File: src/sv/dpdr_pkg.sv
`timescale 1ns / 1ps
`default_nettype none
// ----------------------------------------------------------------------------
// dpdr_pkg: shared types and constants for the dual PWM duty ramp
// Register map codes, per-channel configuration and status records, and the
// direction-to-drive decode.
// ----------------------------------------------------------------------------
package dpdr_pkg;

  localparam int DUTY_W     = 8;
  localparam int STEP_W     = 8;
  localparam int WAIT_W     = 8;
  localparam int DIRN_W     = 8;
  localparam int DRIVE_W    = 2;
  localparam int WAIT_SCALE = 32;

  // Largest threshold the wait register can ask for; the counter never
  // climbs past its threshold, so this bounds the counter too.
  localparam int WaitMax = ((1 << WAIT_W) - 1) * WAIT_SCALE;
  localparam int CNT_W   = $clog2(WaitMax + 1);

  localparam int NUM_REGS = 8;
  localparam int IDX_W    = $clog2(NUM_REGS);
  localparam int ADDR_W   = IDX_W + 2;
  localparam int DATA_W   = 32;

  typedef enum logic [IDX_W-1:0] {
    REG_TARGET_A    = 3'd0,
    REG_STEP_A      = 3'd1,
    REG_WAIT_A      = 3'd2,
    REG_DIRECTION_A = 3'd3,
    REG_TARGET_B    = 3'd4,
    REG_STEP_B      = 3'd5,
    REG_WAIT_B      = 3'd6,
    REG_DIRECTION_B = 3'd7
  } reg_idx_t;

  // Direction register codes
  localparam logic [DIRN_W-1:0] DIRN_FWD = 8'd1;
  localparam logic [DIRN_W-1:0] DIRN_BWD = 8'd2;

  // Pin pair codes: bit0 forward pin, bit1 backward pin
  localparam logic [DRIVE_W-1:0] DRV_FWD = 2'b01;
  localparam logic [DRIVE_W-1:0] DRV_BWD = 2'b10;

  typedef struct packed {
    logic [DUTY_W-1:0] target;
    logic [STEP_W-1:0] step;
    logic [WAIT_W-1:0] wait_units;
    logic [DIRN_W-1:0] direction;
  } chan_cfg_t;

  typedef struct packed {
    logic [DUTY_W-1:0]  duty;
    logic [DRIVE_W-1:0] drive;
    logic               settled;
  } chan_stat_t;

  typedef struct packed {
    chan_stat_t a;
    chan_stat_t b;
  } res_t;

  function automatic logic [DRIVE_W-1:0] next_drive(
    input logic [DIRN_W-1:0]  dirn,
    input logic [DRIVE_W-1:0] held
  );
    logic [DRIVE_W-1:0] drv;
    case (dirn)
      DIRN_FWD: drv = DRV_FWD;
      DIRN_BWD: drv = DRV_BWD;
      default:  drv = held;
    endcase
    return drv;
  endfunction

endpackage
`default_nettype wire

File: src/sv/dpdr_if.sv
`timescale 1ns / 1ps
`default_nettype none
// ----------------------------------------------------------------------------
// dpdr_if: beat channels of the dual PWM duty ramp
// Tick request channel and status result channel, valid/ready handshake.
// ----------------------------------------------------------------------------
interface dpdr_in_if;
  logic valid;
  logic ready;
  logic advance;

  modport source (output valid, output advance, input ready);
  modport sink   (input valid, input advance, output ready);
endinterface

interface dpdr_out_if;
  logic                             valid;
  logic                             ready;
  logic [dpdr_pkg::DUTY_W-1:0]      duty_a;
  logic [dpdr_pkg::DUTY_W-1:0]      duty_b;
  logic [dpdr_pkg::DRIVE_W-1:0]     drive_a;
  logic [dpdr_pkg::DRIVE_W-1:0]     drive_b;
  logic                             settled_a;
  logic                             settled_b;

  modport source (output valid, output duty_a, output duty_b, output drive_a,
                  output drive_b, output settled_a, output settled_b, input ready);
  modport sink   (input valid, input duty_a, input duty_b, input drive_a,
                  input drive_b, input settled_a, input settled_b, output ready);
endinterface
`default_nettype wire

File: src/sv/dpdr_channel.sv
`timescale 1ns / 1ps
`default_nettype none
// ----------------------------------------------------------------------------
// dpdr_channel: one duty ramp channel
// Holds duty, wait count and pin drive; steps toward target with clamp.
// ----------------------------------------------------------------------------
module dpdr_channel (
  input  wire logic                 clk,
  input  wire logic                 rst_n,
  input  wire logic                 tick,
  input  wire dpdr_pkg::chan_cfg_t  cfg,
  output dpdr_pkg::chan_stat_t      stat_nxt
);

  logic [dpdr_pkg::DUTY_W-1:0]  duty_r, duty_nxt;
  logic [dpdr_pkg::CNT_W-1:0]   cnt_r, cnt_nxt;
  logic [dpdr_pkg::DRIVE_W-1:0] drive_r, drive_nxt;
  logic [dpdr_pkg::CNT_W-1:0]   thresh;
  logic [dpdr_pkg::DUTY_W:0]    up_sum;
  logic [dpdr_pkg::DUTY_W:0]    down_lim;

  always_comb begin
    thresh   = dpdr_pkg::CNT_W'(dpdr_pkg::WAIT_SCALE)
             * dpdr_pkg::CNT_W'(cfg.wait_units);
    up_sum   = {1'b0, duty_r} + {1'b0, cfg.step};
    down_lim = {1'b0, cfg.target} + {1'b0, cfg.step};

    duty_nxt  = duty_r;
    cnt_nxt   = cnt_r;
    drive_nxt = drive_r;
    if (tick) begin
      drive_nxt = dpdr_pkg::next_drive(cfg.direction, drive_r);
      if (duty_r != cfg.target) begin
        if (cnt_r >= thresh) begin
          cnt_nxt = '0;
          if (duty_r < cfg.target) begin
            duty_nxt = (up_sum > {1'b0, cfg.target}) ? cfg.target : up_sum[dpdr_pkg::DUTY_W-1:0];
          end else begin
            duty_nxt = ({1'b0, duty_r} > down_lim) ? duty_r - cfg.step : cfg.target;
          end
        end else begin
          cnt_nxt = cnt_r + 1'b1;
        end
      end
    end

    stat_nxt.duty    = duty_nxt;
    stat_nxt.drive   = drive_nxt;
    stat_nxt.settled = (duty_nxt == cfg.target);
  end

  always_ff @(posedge clk) begin
    if (!rst_n) begin
      duty_r  <= '0;
      cnt_r   <= '0;
      drive_r <= dpdr_pkg::DRV_FWD;
    end else begin
      duty_r  <= duty_nxt;
      cnt_r   <= cnt_nxt;
      drive_r <= drive_nxt;
    end
  end

  // settled channel must not move on a tick
  a_settled_holds: assert property (@(posedge clk) disable iff (!rst_n)
    tick && (duty_r == cfg.target) |=> $stable(duty_r))
    else $error("settled duty moved");

  // every duty move clears the wait count
  a_move_clears: assert property (@(posedge clk) disable iff (!rst_n)
    !$stable(duty_r) |-> (cnt_r == '0))
    else $error("duty moved without clearing count");

  // count never climbs past the largest threshold
  a_cnt_bound: assert property (@(posedge clk) disable iff (!rst_n)
    cnt_r <= dpdr_pkg::CNT_W'(dpdr_pkg::WaitMax))
    else $error("wait count out of range");

  // pin pair is never both off or both on
  a_drive_code: assert property (@(posedge clk) disable iff (!rst_n)
    (drive_r == dpdr_pkg::DRV_FWD) || (drive_r == dpdr_pkg::DRV_BWD))
    else $error("illegal drive code");

endmodule
`default_nettype wire

File: src/sv/dual_pwm_duty_ramp_core.sv
`timescale 1ns / 1ps
`default_nettype none
// ----------------------------------------------------------------------------
// dual_pwm_duty_ramp_core: two-channel PWM duty slew-rate limiter
// APB register file, two ramp channels and a two-beat result buffer.
// ----------------------------------------------------------------------------
// Each input beat carries one advance bit. With advance set, both channels
// take one control tick: the pin pair follows the direction register and
// the duty either waits (count up) or, once the count reaches wait*32,
// moves one step toward target, clamped at target, and the count clears.
// With advance clear the beat only reports. Every input beat yields exactly
// one result beat holding both duties, pin pairs and settled flags as they
// stand after the tick. Throughput is one beat per clock while input ready is
// high; a result is in the head register the cycle after it is accepted when
// the head register is free, and otherwise waits in the skid slot until the
// head beat is taken. The two-entry result buffer keeps input ready high
// while one result is still waiting downstream, so the input stalls only when
// two results are queued. Registers are written through APB (byte address
// 4*index) and are meant to change only while no beat is in flight.
// ----------------------------------------------------------------------------
module dual_pwm_duty_ramp_core (
  input  wire logic                         clk,
  input  wire logic                         rst_n,
  dpdr_in_if.sink                           in_ch,
  dpdr_out_if.source                        out_ch,
  input  wire logic                         psel,
  input  wire logic                         penable,
  input  wire logic                         pwrite,
  input  wire logic [dpdr_pkg::ADDR_W-1:0]  paddr,
  input  wire logic [dpdr_pkg::DATA_W-1:0]  pwdata,
  output logic      [dpdr_pkg::DATA_W-1:0]  prdata,
  output logic                              pready
);

  // --- register file --------------------------------------------------------
  dpdr_pkg::chan_cfg_t  cfg_a_r, cfg_b_r;
  dpdr_pkg::reg_idx_t   reg_idx;
  logic                 wr_en;
  logic [7:0]           wr_byte;

  assign pready  = 1'b1;
  assign reg_idx = dpdr_pkg::reg_idx_t'(paddr[dpdr_pkg::ADDR_W-1:2]);
  assign wr_en   = psel && penable && pwrite;
  assign wr_byte = pwdata[7:0];

  always_ff @(posedge clk) begin
    if (!rst_n) begin
      cfg_a_r <= '{target: '0, step: '0, wait_units: '0, direction: dpdr_pkg::DIRN_FWD};
      cfg_b_r <= '{target: '0, step: '0, wait_units: '0, direction: dpdr_pkg::DIRN_FWD};
    end else if (wr_en) begin
      case (reg_idx)
        dpdr_pkg::REG_TARGET_A:    cfg_a_r.target     <= wr_byte;
        dpdr_pkg::REG_STEP_A:      cfg_a_r.step       <= wr_byte;
        dpdr_pkg::REG_WAIT_A:      cfg_a_r.wait_units <= wr_byte;
        dpdr_pkg::REG_DIRECTION_A: cfg_a_r.direction  <= wr_byte;
        dpdr_pkg::REG_TARGET_B:    cfg_b_r.target     <= wr_byte;
        dpdr_pkg::REG_STEP_B:      cfg_b_r.step       <= wr_byte;
        dpdr_pkg::REG_WAIT_B:      cfg_b_r.wait_units <= wr_byte;
        dpdr_pkg::REG_DIRECTION_B: cfg_b_r.direction  <= wr_byte;
        default: ;
      endcase
    end
  end

  always_comb begin
    case (reg_idx)
      dpdr_pkg::REG_TARGET_A:    prdata = dpdr_pkg::DATA_W'(cfg_a_r.target);
      dpdr_pkg::REG_STEP_A:      prdata = dpdr_pkg::DATA_W'(cfg_a_r.step);
      dpdr_pkg::REG_WAIT_A:      prdata = dpdr_pkg::DATA_W'(cfg_a_r.wait_units);
      dpdr_pkg::REG_DIRECTION_A: prdata = dpdr_pkg::DATA_W'(cfg_a_r.direction);
      dpdr_pkg::REG_TARGET_B:    prdata = dpdr_pkg::DATA_W'(cfg_b_r.target);
      dpdr_pkg::REG_STEP_B:      prdata = dpdr_pkg::DATA_W'(cfg_b_r.step);
      dpdr_pkg::REG_WAIT_B:      prdata = dpdr_pkg::DATA_W'(cfg_b_r.wait_units);
      dpdr_pkg::REG_DIRECTION_B: prdata = dpdr_pkg::DATA_W'(cfg_b_r.direction);
      default:                   prdata = '0;
    endcase
  end

  // --- handshake ------------------------------------------------------------
  logic push, pop, tick;
  logic out_v_r, skid_v_r;
  dpdr_pkg::res_t out_r, skid_r, res_new;

  assign in_ch.ready = !skid_v_r;           // room while the skid slot is free
  assign push        = in_ch.valid && in_ch.ready;
  assign pop         = out_v_r && out_ch.ready;
  assign tick        = push && in_ch.advance;

  // --- ramp channels: state moves only on an accepted tick -----------------
  dpdr_channel u_chan_a (
    .clk      (clk),
    .rst_n    (rst_n),
    .tick     (tick),
    .cfg      (cfg_a_r),
    .stat_nxt (res_new.a)
  );

  dpdr_channel u_chan_b (
    .clk      (clk),
    .rst_n    (rst_n),
    .tick     (tick),
    .cfg      (cfg_b_r),
    .stat_nxt (res_new.b)
  );

  // --- two-beat result buffer: head register plus skid slot ----------------
  always_ff @(posedge clk) begin
    if (!rst_n) begin
      out_v_r  <= 1'b0;
      skid_v_r <= 1'b0;
    end else begin
      if (!out_v_r || pop) begin
        if (skid_v_r) begin
          out_v_r  <= 1'b1;
          skid_v_r <= push;
        end else begin
          out_v_r  <= push;
        end
      end else if (push) begin
        skid_v_r <= 1'b1;
      end
    end
  end

  always_ff @(posedge clk) begin
    if (!out_v_r || pop) begin
      if (skid_v_r) begin
        out_r <= skid_r;
        if (push) begin
          skid_r <= res_new;
        end
      end else if (push) begin
        out_r <= res_new;
      end
    end else if (push) begin
      skid_r <= res_new;
    end
  end

  assign out_ch.valid     = out_v_r;
  assign out_ch.duty_a    = out_r.a.duty;
  assign out_ch.duty_b    = out_r.b.duty;
  assign out_ch.drive_a   = out_r.a.drive;
  assign out_ch.drive_b   = out_r.b.drive;
  assign out_ch.settled_a = out_r.a.settled;
  assign out_ch.settled_b = out_r.b.settled;

  // skid slot is only ever filled behind a waiting head beat
  a_skid_behind_head: assert property (@(posedge clk) disable iff (!rst_n)
    skid_v_r |-> out_v_r)
    else $error("skid beat without head beat");

  // an accepted beat always shows up at the head next cycle when it was empty
  a_push_lands: assert property (@(posedge clk) disable iff (!rst_n)
    push && !out_v_r |=> out_v_r)
    else $error("accepted beat lost");

  // a stalled head beat stays put until taken
  a_head_holds: assert property (@(posedge clk) disable iff (!rst_n)
    out_v_r && !out_ch.ready |=> out_v_r && $stable(out_r))
    else $error("stalled head beat changed");

endmodule
`default_nettype wire

File: src/flat_wrapper.sv
// flat-port wrapper written by rule: the top's interface ports become plain ports
module dual_pwm_duty_ramp_core_flat 
  (clk, rst_n, psel, penable, pwrite, paddr, pwdata, prdata, pready, in_ch_valid, in_ch_advance, in_ch_ready, out_ch_valid, out_ch_duty_a, out_ch_duty_b, out_ch_drive_a, out_ch_drive_b, out_ch_settled_a, out_ch_settled_b, out_ch_ready);
  dpdr_in_if in_ch_i ();
  dpdr_out_if out_ch_i ();
  input  wire logic clk;
  input  wire logic rst_n;
  input  wire logic psel;
  input  wire logic penable;
  input  wire logic pwrite;
  input  wire logic [dpdr_pkg::ADDR_W-1:0] paddr;
  input  wire logic [dpdr_pkg::DATA_W-1:0] pwdata;
  output logic      [dpdr_pkg::DATA_W-1:0] prdata;
  output logic pready;
  input wire logic [$bits(in_ch_i.valid)-1:0] in_ch_valid;
  input wire logic [$bits(in_ch_i.advance)-1:0] in_ch_advance;
  output wire logic [$bits(in_ch_i.ready)-1:0] in_ch_ready;
  output wire logic [$bits(out_ch_i.valid)-1:0] out_ch_valid;
  output wire logic [$bits(out_ch_i.duty_a)-1:0] out_ch_duty_a;
  output wire logic [$bits(out_ch_i.duty_b)-1:0] out_ch_duty_b;
  output wire logic [$bits(out_ch_i.drive_a)-1:0] out_ch_drive_a;
  output wire logic [$bits(out_ch_i.drive_b)-1:0] out_ch_drive_b;
  output wire logic [$bits(out_ch_i.settled_a)-1:0] out_ch_settled_a;
  output wire logic [$bits(out_ch_i.settled_b)-1:0] out_ch_settled_b;
  input wire logic [$bits(out_ch_i.ready)-1:0] out_ch_ready;
  assign in_ch_i.valid = in_ch_valid;
  assign in_ch_i.advance = in_ch_advance;
  assign in_ch_ready = in_ch_i.ready;
  assign out_ch_valid = out_ch_i.valid;
  assign out_ch_duty_a = out_ch_i.duty_a;
  assign out_ch_duty_b = out_ch_i.duty_b;
  assign out_ch_drive_a = out_ch_i.drive_a;
  assign out_ch_drive_b = out_ch_i.drive_b;
  assign out_ch_settled_a = out_ch_i.settled_a;
  assign out_ch_settled_b = out_ch_i.settled_b;
  assign out_ch_i.ready = out_ch_ready;
  dual_pwm_duty_ramp_core u_core (.clk(clk), .rst_n(rst_n), .in_ch(in_ch_i), .out_ch(out_ch_i), .psel(psel), .penable(penable), .pwrite(pwrite), .paddr(paddr), .pwdata(pwdata), .prdata(prdata), .pready(pready));
endmodule
File: config.mk
export PLATFORM = sky130hd
export DESIGN_NAME = dual_pwm_duty_ramp_core_flat
export DESIGN_NICKNAME = d
export VERILOG_FILES = /design/src/sv/dpdr_pkg.sv /design/src/sv/dpdr_if.sv /design/src/sv/dpdr_channel.sv /design/src/sv/dual_pwm_duty_ramp_core.sv /design/src/flat_wrapper.sv
export SDC_FILE = /design/constraint.sdc
export NUM_CORES = 1
export LEC_CHECK = 0
export BUFFER_PORTS_ARGS = -buffer_cell sky130_fd_sc_hd__buf_2
export CAP_MARGIN = 15
export CORE_MARGIN = 4
export CORE_UTILIZATION = 60
export CTS_CLUSTER_SIZE = 12
export DETAILED_ROUTE_END_ITERATION = 10
export GPL_TIMING_DRIVEN = 0
export PLACE_DENSITY_LB_ADDON = 0.1
export SLEW_MARGIN = 20
export SYNTH_ARGS = -nofsm -noshare
export SYNTH_HDL_FRONTEND = slang
export SYNTH_SLANG_ARGS = --single-unit
File: constraint.sdc
create_clock -name clk -period 5.1 [get_ports clk]
set_clock_uncertainty 0.2 [all_clocks]
set_input_delay 0.51 -clock clk [delete_from_list [all_inputs] [get_ports clk]]
set_output_delay 0.51 -clock clk [all_outputs]
set_load 0.1 [all_outputs]
# Yosys cells after proc, flatten, opt, wreduce, memory -nomap -nowiden
# Cells that the tools add are included.
dict set report classes {
  n_addsub 8
  mul 0
  div 0
  magnitude_cmp 8
  eq_ne 16
  shifts 0
  mux 28
  n_bitwise 0
  reduce_logical 22
}
# op count
set op_table {}
lappend op_table {{32-bit one-hot mux with 8 select lines} 1}
lappend op_table {{22-bit 2-to-1 mux} 5}
lappend op_table {{8-bit 2-to-1 mux} 12}
lappend op_table {{8-bit by 8-bit adder with 9-bit output} 4}
lappend op_table {{13-bit by 1-bit adder with 13-bit output (second input constant)} 2}
lappend op_table {{13-bit greater-or-equal comparator} 2}
lappend op_table {{13-bit 2-to-1 mux} 2}
lappend op_table {{2-bit AND reduction} 11}
lappend op_table {{8-bit by 9-bit > comparator with 1-bit output} 2}
lappend op_table {{9-bit by 8-bit > comparator with 1-bit output} 2}
lappend op_table {{8-bit by 1-bit == test with 1-bit output (second input constant)} 2}
lappend op_table {{8-bit by 2-bit == test with 1-bit output (second input constant)} 2}
lappend op_table {{8-bit == test} 2}
lappend op_table {{8-bit less-than comparator} 2}
lappend op_table {{8-bit != test} 2}
lappend op_table {{8-bit subtractor} 2}
lappend op_table {{3-bit == test (second input constant)} 4}
lappend op_table {{2-bit one-hot mux with 2 select lines} 2}
lappend op_table {{3-bit by 2-bit == test with 1-bit output (second input constant)} 2}
lappend op_table {{1-bit logical AND} 5}
lappend op_table {{1-bit 2-to-1 mux} 4}
lappend op_table {{2-bit 2-to-1 mux} 2}
lappend op_table {{2-bit nonzero test} 2}
lappend op_table {{3-bit by 1-bit == test with 1-bit output (second input constant)} 1}
lappend op_table {{4 further kinds} 5}
dict set report word_totals {
  regBits 156
  latchBits 0
  ram_bits 0
  romBits 0
  in_bits 45
  word_cells 110
  n_memories 0
}

# Depth between registers and ports, before layout
# Gate-level depths: netlist of the first run.
dict set report depth {
  ltp_word 11
  ltp_mapped 20
}

# Hierarchy
# From an unflattened synthesis of the first run, not the netlist that was laid out.
dict set report hier_totals {
  cells_unflattened 1275
  area_unflattened_um2 11312.1
}
# module n_inst cells_each area_per_inst_um2
set modules_own_cells {}
lappend modules_own_cells {dual_pwm_duty_ramp_core 1 466 4973.5}
lappend modules_own_cells {{dpdr_channel (u_core.u_chan_a)} 1 412 3223.1}
lappend modules_own_cells {{dpdr_channel (u_core.u_chan_b)} 1 397 3115.5}

# Worst setup path after synthesis of the first run
# OpenSTA, ideal clock, no wires.
dict set report synth_timing {
  kind {flip-flop to flip-flop}
  from {register u_core.cfg_b_r[25] (netlist name)}
  to {register u_core.out_r (netlist bit u_core.out_ch.settled_b) (data pin)}
  setup_time_ns 0.165
  t_arrival_ns 4.149
  setup_slack_ns 0.587
  stages_incl_launch_ff 19
  path_buffers 2
  period_less_slack_ns 4.513
  cell_sequence {dfxtp_1 clkbuf_1 inv_1 fa_1 nor2b_4 o31ai_4 a21oi_1 nor2_1 xor2_1 ha_1 and3_1 a31o_2 or4_1 buf_2 o32ai_2 o21ai_2 and4_4 or4_4 o31ai_2}
}
dict set report synth_between {
  elab_chain_len 10
  elab_cells_between_ends 14
  cone_classes {1 x add/sub; 3 x order compare; 2 x eq/ne; 8 x mux}
}
# element line
set synth_lines {}
lappend synth_lines {{start, declared} dual_pwm_duty_ramp_core.sv:36} ;# dpdr_pkg::chan_cfg_t cfg_a_r, cfg_b_r;
lappend synth_lines {{start signal, assigned} dual_pwm_duty_ramp_core.sv:49} ;# cfg_b_r <= '{target: '0, step: '0, wait_units: '0, direction: dpdr_pkg::DIRN_FWD};
lappend synth_lines {{8-bit by 8-bit adder with 9-bit output} dpdr_channel.sv:26} ;# down_lim = {1'b0, cfg.target} + {1'b0, cfg.step};
lappend synth_lines {{8-bit by 9-bit > comparator with 1-bit output} dpdr_channel.sv:39} ;# duty_nxt = ({1'b0, duty_r} > down_lim) ? duty_r - cfg.step : cfg.target;
lappend synth_lines {{8-bit 2-to-1 mux} dpdr_channel.sv:39}
lappend synth_lines {{8-bit 2-to-1 mux} dpdr_channel.sv:36} ;# if (duty_r < cfg.target) begin
lappend synth_lines {{8-bit 2-to-1 mux} dpdr_channel.sv:34} ;# if (cnt_r >= thresh) begin
lappend synth_lines {{8-bit 2-to-1 mux} dpdr_channel.sv:33} ;# if (duty_r != cfg.target) begin
lappend synth_lines {{8-bit 2-to-1 mux} dpdr_channel.sv:31} ;# if (tick) begin
lappend synth_lines {{8-bit == test (*)} dpdr_channel.sv:49} ;# stat_nxt.settled = (duty_nxt == cfg.target);
lappend synth_lines {{22-bit 2-to-1 mux (*)} dual_pwm_duty_ramp_core.sv:132} ;# end else if (push) begin
lappend synth_lines {{22-bit 2-to-1 mux (*)} dual_pwm_duty_ramp_core.sv:127} ;# if (skid_v_r) begin
lappend synth_lines {{end signal, assigned} dual_pwm_duty_ramp_core.sv:128} ;# out_r <= skid_r;
lappend synth_lines {{end signal, assigned} dual_pwm_duty_ramp_core.sv:133} ;# out_r <= res_new;
lappend synth_lines {{end, declared} dual_pwm_duty_ramp_core.sv:82} ;# dpdr_pkg::res_t out_r, skid_r, res_new;
# Every way passes the cells marked *; elsewhere a longest branch is shown, timed or not. The select of a mux whose other input is x is not followed.
# A chain may end at the register's enable or synchronous reset.

# Final worst setup path of the first run
dict set report layout_timing {
  from {register u_core.cfg_a_r[25] (netlist name)}
  to {register u_core.out_r (netlist bit u_core.out_ch.settled_a) (data pin)}
}
dict set report layout_between {
  elab_chain_len 10
  elab_cells_between_ends 14
  cone_classes {1 x add/sub; 3 x order compare; 2 x eq/ne; 8 x mux}
}
# element line
set layout_lines {}
lappend layout_lines {{start, declared} dual_pwm_duty_ramp_core.sv:36}
lappend layout_lines {{start signal, assigned} dual_pwm_duty_ramp_core.sv:48} ;# cfg_a_r <= '{target: '0, step: '0, wait_units: '0, direction: dpdr_pkg::DIRN_FWD};
lappend layout_lines {{8-bit by 8-bit adder with 9-bit output} dpdr_channel.sv:26}
lappend layout_lines {{8-bit by 9-bit > comparator with 1-bit output} dpdr_channel.sv:39}
lappend layout_lines {{8-bit 2-to-1 mux} dpdr_channel.sv:39}
lappend layout_lines {{8-bit 2-to-1 mux} dpdr_channel.sv:36}
lappend layout_lines {{8-bit 2-to-1 mux} dpdr_channel.sv:34}
lappend layout_lines {{8-bit 2-to-1 mux} dpdr_channel.sv:33}
lappend layout_lines {{8-bit 2-to-1 mux} dpdr_channel.sv:31}
lappend layout_lines {{8-bit == test (*)} dpdr_channel.sv:49}
lappend layout_lines {{22-bit 2-to-1 mux (*)} dual_pwm_duty_ramp_core.sv:132}
lappend layout_lines {{22-bit 2-to-1 mux (*)} dual_pwm_duty_ramp_core.sv:127}
# Marks and branches as above.

==> load_flow_metrics.sql, run 1 <==
INSERT INTO impl_metrics (metric_group, metric, value, unit) VALUES
('synthesis', 'postSynthCellCount', '1198', ''),
('synthesis', 'synth.distinct_cells', '75', ''),
('setup_path', 'worstPathMaxFanout', '8', ''),
('sta', 'rsz0062_at_grt', 'yes', ''),
('sta', 'slew_headroom', '0.297', ''),
('synthesis', 'synth_enable_flop_cells', '44', ''),
('clocking', 'clock_sinks', '156', ''),
('die', 'dieHeight', '143', 'um'),
('sta', 'worst_pin_slew', '1.05', 'ns'),
('setup_path', 'reg2reg_slack', '0.24', 'ns'),
('sta', 'fin_crit', '4.86', 'ns'),
('clocking', 'clkLatencyLatePin', '0.43', 'ns'),
('detailed_routing', 'routed_antenna_nets', '0', ''),
('sta', 'post-route-period-util', '0.953', ''),
('sta', 'max_clock_freq', '0.206', 'GHz'),
('setup_path', 'critical-path-top-delay-family', 'compound AO/OA/AOI/OAI gates', ''),
('global_routing', 'grt_first_pass_wirelength', '44600', 'um'),
('setup_path', 'critPathArrivalTime', '4.90', 'ns'),
('die', 'ios', '102', ''),
('detailed_routing', 'detail_route.wirelength', '28200', 'um'),
('status', 'run_status', 'completed', ''),
('global_routing', 'antenna_found_initial', '0', ''),
('clocking', 'ctsLongestPathBuffers', '2', ''),
('sta', 'final.setup.tns', '0', 'ns'),
('setup_path', 'timing.critical_path.depth', '16', ''),
('die', 'die_area', '0.0205', 'sq mm'),
('die', 'effective_utilization_at_floorplan', '0.609', ''),
('synthesis', 'fraction_of_synthesis_flops_using_an_asynchronous_set_or_reset_pin', '0', ''),
('setup_path', 'worst_path_largest_cell_delay', '0.59', 'ns'),
('clocking', 'path_clk_slew', '0.07', 'ns'),
('clocking', 'h-tree-depth', '4', ''),
('setup_path', 'cp.buffers_inverters', '1', ''),
('finish', 'layout.cells.most_common', 'sky130_fd_sc_hd__ha_1', ''),
('place', 'hpwl_reported_at_the_end_of_detailed_placement', '21900', 'um'),
('synthesis', 'yosys_most_used_dff', 'sky130_fd_sc_hd__dfxtp_1', ''),
('worst_hold_path', 'min_path_type', 'input port to register', ''),
('place', 'place_inst', '1493', ''),
('synthesis', 'synth.cell_area', '0.0109', 'sq mm'),
('pwr', 'power.leakage', '4.73', 'nW'),
('place', 'gp_routability_congestion', '0.958', ''),
('die', 'die-width', '143', 'um'),
('place', 'place.port_buffers', '39', ''),
('synthesis', 'postSynthRegisterBits', '156', ''),
('finish', 'layout.cells.most_common_list', 'sky130_fd_sc_hd__ha_1 (114), sky130_fd_sc_hd__dfxtp_1 (109), sky130_fd_sc_hd__inv_1 (92)', ''),
('global_routing', 'first_global_vias', '8325', ''),
('setup_path', 'timing.critical_path.to_type', 'register', ''),
('detailed_routing', 'drc', '0', ''),
('finish', 'nNetsFinal', '1449', ''),
('detailed_routing', 'vias_per_cell', '5.84', ''),
('detailed_routing', 'first_iter_violations', '692', ''),
('setup_path', 'crit_chain', 'inv_1, fa_1, nor2b_1, o31a_1, o21ai_0, nand2b_1, xnor2_1, ha_1, and3_1, a31oi_1, nand4_1, o32a_1, a22o_1, o41ai_1, a21oi_1, o31ai_1', ''),
('die', 'core-area', '0.0180', 'sq mm'),
('finish', 'antenna_cells_inserted', '0', ''),
('detailed_routing', 'met1_length', '13000', 'um'),
('clocking', 'cts_tree', 'done', ''),
('setup_path', 'cp.required', '5.14', 'ns'),
('sta', 'timing.final.max_slew_violations', '0', ''),
('detailed_routing', 'drt_pass1_iterations', '6', ''),
('finish', 'synthToLayoutAreaGrowth', '11.6', '%'),
('detailed_routing', 'detailroute.via_count', '8917', ''),
('global_routing', 'globalRoute.totalOverflow', '0', ''),
('synthesis', 'syn_avg_cell_area', '9.13', 'sq um'),
('detailed_routing', 'met3RoutedLength', '1920', 'um'),
('detailed_routing', 'post_drt_wl_per_cell', '18.5', 'um'),
('synthesis', 'synth-seq-area-share', '0.326', ''),
('worst_hold_path', 'min_path_cells', '2', ''),
('clocking', 'cts.hold.buffers_added', '0', ''),
('setup_path', 'depth_of_the_worst_register_to_register_path', '16', ''),
('pwr', 'pwr_density_cell', '253', 'mW/mm^2'),
('die', 'placement_rows', '49', ''),
('detailed_routing', 'route.top_layer_used', 'met4', '');
[cells by family (layout without fill, tap and decap cells)]
logic type	after synthesis	after routing	share of synthesized area
compound gates	244	244	0.156
xor+xnor	81	81	0.0648
fa+ha+maj	120	120	0.141
buf+inv	168	244	0.0668
flops	156	156	0.326
mux	91	91	0.0862
other cells	2	25	0.000686
simple gates	336	336	0.159
[repair_timing]
action                     4_1_cts  5_1_grt
buffers inserted                 0        1
setup endpoints to repair        1       29
pin swaps                        0        1
gates resized for setup          1       19
gates cloned                     0        0
hold endpoints to repair         0        0
[layout make-up]
| cell class | instances | area, sq um | area share |
|---|---|---|---|
| clock inverters | 15 | 138 | 0.0113 |
| inverters | 94 | 353 | 0.0289 |
| plain buffers | 74 | 380 | 0.0311 |
| flip-flops and latches | 156 | 3570 | 0.292 |
| clock buffers | 17 | 425 | 0.0348 |
| multi-input cells | 897 | 6830 | 0.559 |
| repair buffers | 44 | 236 | 0.0194 |
| well taps | 229 | 287 | 0.0235 |
[power by group]
group | total (mW) | internal [mW] | switching [mW]
logic | 0.558 | 0.149 | 0.408
registers | 1.31 | 1.30 | 0.0144
clock network | 1.22 | 0.681 | 0.538
[final timing paths]
check	endpoint	from
min reg2reg	u_core.cfg_a_r[13]	u_core.cfg_a_r[13]
min	u_core.cfg_a_r[0]	rst_n
max	u_core.out_ch.settled_a	u_core.cfg_a_r[25]
max reg2reg	u_core.out_ch.settled_a	u_core.cfg_a_r[25]
[sequential cells by signal (all words and copies together) (netlist names), 8 cells and up]
name,count
u_core.cfg_a_r,32
u_core.u_chan_a.duty_r,8
u_core.u_chan_b.duty_r,8
u_core.u_chan_a.cnt_r,13
u_core.out_ch.duty_a,8
u_core.cfg_b_r,32
u_core.u_chan_b.cnt_r,13
u_core.out_ch.duty_b,8
u_core.skid_r,22
[cell usage after synthesis (all sizes together), types with 30 or more instances]
master,instances,share of area
ha,114,0.13
dfxtp,112,0.20
inv,94,0.032
nor2,87,0.030
nor2b,82,0.048
mux2i,74,0.068
nand2,63,0.022
a21oi,57,0.027
xnor2,51,0.041
o21ai,47,0.022
edfxtp,44,0.12
buf,42,0.024
clkbuf,32,0.011
xor2,30,0.024
[routing by layer]
metal	GRT usage	up-vias
met3	0.0429	48
met5	0	-
met1	0.398	4200
met4	0.0790	0
li1	-	4361
met2	0.438	308
[through the flow]
step	area [sq um]	hold slack, ns	utilization	total power, mW	setup WS (ns)
after detailed placement	11600	0.307	0.644	1.88	-0.148
after floorplan	11000	0.276	-	1.78	0.587
after CTS	12100	0.231	0.676	3.09	0.00523
after global routing	12200	0.264	0.680	3.20	-0.0186
final	12200	0.237	0.680	3.09	0.239
after global placement	11500	0.296	0.641	1.87	-0.101
(Power assumes the default switching activity.)
==> inputs of run 2 (changes only) <==
- CTS_BUF_LIST: not set -> sky130_fd_sc_hd__clkbuf_8 sky130_fd_sc_hd__clkbuf_16
- CTS_CLUSTER_SIZE: 12 -> not set
- GPL_ROUTABILITY_DRIVEN: not set -> 0
==> load_flow_metrics.sql, run 2 (synthesis results as in run 1) <==
INSERT INTO impl_metrics (metric_group, metric, value, unit) VALUES
('finish', 'reg.largest.list', 'u_core.cfg_a_r x32, u_core.cfg_b_r x32, u_core.skid_r x22', ''),
('die', 'dieHeight', '143', 'um'),
('clocking', 'h-tree-depth', '4', ''),
('pwr', 'max-vdd-ir-drop', '0.411', 'mV'),
('finish', 'drive_above_1_share', '0.123', ''),
('die', 'placement_rows', '49', ''),
('setup_path', 'worstPathMaxFanout', '8', ''),
('setup_path', 'cp.required', '5.08', 'ns'),
('setup_path', 'depth_of_the_worst_register_to_register_path', '14', ''),
('die', 'die-width', '143', 'um'),
('pwr', 'pwr_density_cell', '259', 'mW/mm^2'),
('clocking', 'clkLatencyLatePin', '0.43', 'ns'),
('clocking', 'cts_tree', 'done', ''),
('sta', 'timing.final.max_slew_violations', '0', ''),
('sta', 'post-route-period-util', '0.967', ''),
('global_routing', 'first_global_vias', '8458', ''),
('clocking', 'cts.hold.buffers_added', '0', ''),
('sta', 'report.final.hold_viol_count', '0', ''),
('sta', 'final_setup_vio_count', '0', ''),
('clocking', 'cts-buffers-inserted', '17', ''),
('clocking', 'clock_sinks', '156', ''),
('finish', 'antenna_cells_inserted', '0', ''),
('sta', 'slew_headroom', '0.343', ''),
('detailed_routing', 'vias_per_cell', '5.87', ''),
('die', 'die_area', '0.0205', 'sq mm'),
('sta', 'hold_slack', '0.226', 'ns'),
('finish', 'stdcell_count', '1527', ''),
('global_routing', 'globalRoute.totalOverflow', '0', ''),
('status', 'run_status', 'completed', ''),
('detailed_routing', 'routed_antenna_nets', '0', ''),
('clocking', 'ctsRootBufferMaster', 'sky130_fd_sc_hd__clkbuf_16', ''),
('place', 'hpwl_reported_at_the_end_of_detailed_placement', '21400', 'um'),
('setup_path', 'critPathLaunchType', 'register', ''),
('detailed_routing', 'post_drt_wl_per_cell', '18.4', 'um'),
('finish', 'layout.cells.most_common', 'sky130_fd_sc_hd__ha_1', ''),
('setup_path', 'critPathKind', 'register to register', ''),
('setup_path', 'critPathArrivalTime', '4.91', 'ns'),
('detailed_routing', 'detail_route.wirelength', '28100', 'um'),
('die', 'ios', '102', ''),
('detailed_routing', 'first_iter_violations', '771', ''),
('pwr', 'total_power', '3.17', 'mW'),
('finish', 'layout.cells.most_common_list', 'sky130_fd_sc_hd__ha_1 (114), sky130_fd_sc_hd__dfxtp_1 (110), sky130_fd_sc_hd__inv_1 (92)', ''),
('die', 'effective_utilization_at_floorplan', '0.609', ''),
('pwr', 'power.leakage', '4.76', 'nW'),
('global_routing', 'grt_start_max_net_pins', '23', ''),
('setup_path', 'timing.critical_path.to_type', 'register', ''),
('global_routing', 'grt_util_all_layers', '0.278', ''),
('job', 'max-cap-violations', '0', ''),
('place', 'place_inst', '1492', ''),
('die', 'core-area', '0.0180', 'sq mm'),
('global_routing', 'antenna_found_initial', '0', ''),
('sta', 'max_clock_freq', '0.203', 'GHz'),
('global_routing', 'grt_first_pass_wirelength', '44700', 'um'),
('finish', 'nNetsFinal', '1450', ''),
('detailed_routing', 'drc', '0', ''),
('sta', 'fin_ws', '0.169', 'ns'),
('detailed_routing', 'detailroute.via_count', '8958', ''),
('worst_hold_path', 'min_path_type', 'input port to register', ''),
('worst_hold_path', 'min_path_cells', '2', ''),
('clocking', 'path_clk_slew', '0.07', 'ns'),
('place', 'dpl_worst_slack', '-0.0325', 'ns'),
('clocking', 'ctsLongestPathBuffers', '2', ''),
('sta', 'fin_crit', '4.93', 'ns'),
('finish', 'synthToLayoutAreaGrowth', '12.0', '%'),
('place', 'place.port_buffers', '39', ''),
('detailed_routing', 'drt_pass1_iterations', '6', ''),
('sta', 'worst_pin_slew', '0.982', 'ns');
## run 2: final cells by class
type,count,area (sq um)
timing repair buffer,45,240
fill,1494,5710
multi-input combinational,897,6820
tap,229,287
clock buffer,17,425
buffer,74,380
clock inverter,15,186
inverter,94,353
sequential,156,3570
## run 2: final timing paths
kind | start | endpoint | slack, ns
setup reg to reg | u_core.cfg_a_r[17] | u_core.out_ch.duty_a[1] | 0.17
setup / recovery | u_core.cfg_a_r[17] | u_core.out_ch.duty_a[1] | 0.17
hold reg to reg | u_core.cfg_b_r[13] | u_core.cfg_b_r[13] | 0.32
hold / removal | rst_n | u_core.cfg_a_r[0] | 0.23
## run 2: per-layer routing
metal  part of all wire  wire length, um  vias up  GRT usage
met4              0.032              894        0     0.0995
met3              0.075             2100       77     0.0482
met1               0.45            12700     4131      0.388
met2               0.44            12400      381      0.435
li1                   -                -     4369          -
met5                  0                0        -          0
## run 2: worst max-delay path, stage by stage (launching register included)
cell and delay [ns]:
sky130_fd_sc_hd__dfxtp_1 0.57, sky130_fd_sc_hd__inv_1 0.23, sky130_fd_sc_hd__ha_1 0.36, sky130_fd_sc_hd__nor2_1 0.05, sky130_fd_sc_hd__a221oi_1 0.30, sky130_fd_sc_hd__xor2_1 0.29
sky130_fd_sc_hd__ha_1 0.30, sky130_fd_sc_hd__and4_1 0.19, sky130_fd_sc_hd__a221o_1 0.35, sky130_fd_sc_hd__a221oi_1 0.38, sky130_fd_sc_hd__nor2_2 0.15, sky130_fd_sc_hd__o21ai_1 0.55
sky130_fd_sc_hd__o21ai_0 0.16, sky130_fd_sc_hd__mux2_2 0.32, sky130_fd_sc_hd__mux2_2 0.27
## run 2: power breakdown
part           switching [mW]  internal (mW)  leakage, nW
Sequential             0.0143           1.30         1.32
Clock                   0.530          0.778        0.294
Combinational           0.406          0.148         3.15
Total                   0.950           2.22         4.76
## run 2: timing repair
action / in CTS / in global routing
endpoints found under the hold margin: 0 / 0
buffers inserted: 0 / 3
pin swaps: 0 / 1
gates resized for setup: 1 / 15
endpoints found under the setup margin: 1 / 22
## run 2: metrics by stage
stage / setup TNS (ns) / area [sq um] / utilization
2_1_floorplan: 0 / 11000 / -
4_1_cts: 0 / 12200 / 0.678
5_1_grt: -0.0353 / 12300 / 0.682
3_3_place_gp: -0.0217 / 11500 / 0.641
3_5_place_dp: -0.0325 / 11600 / 0.643
6_report: 0 / 12300 / 0.682
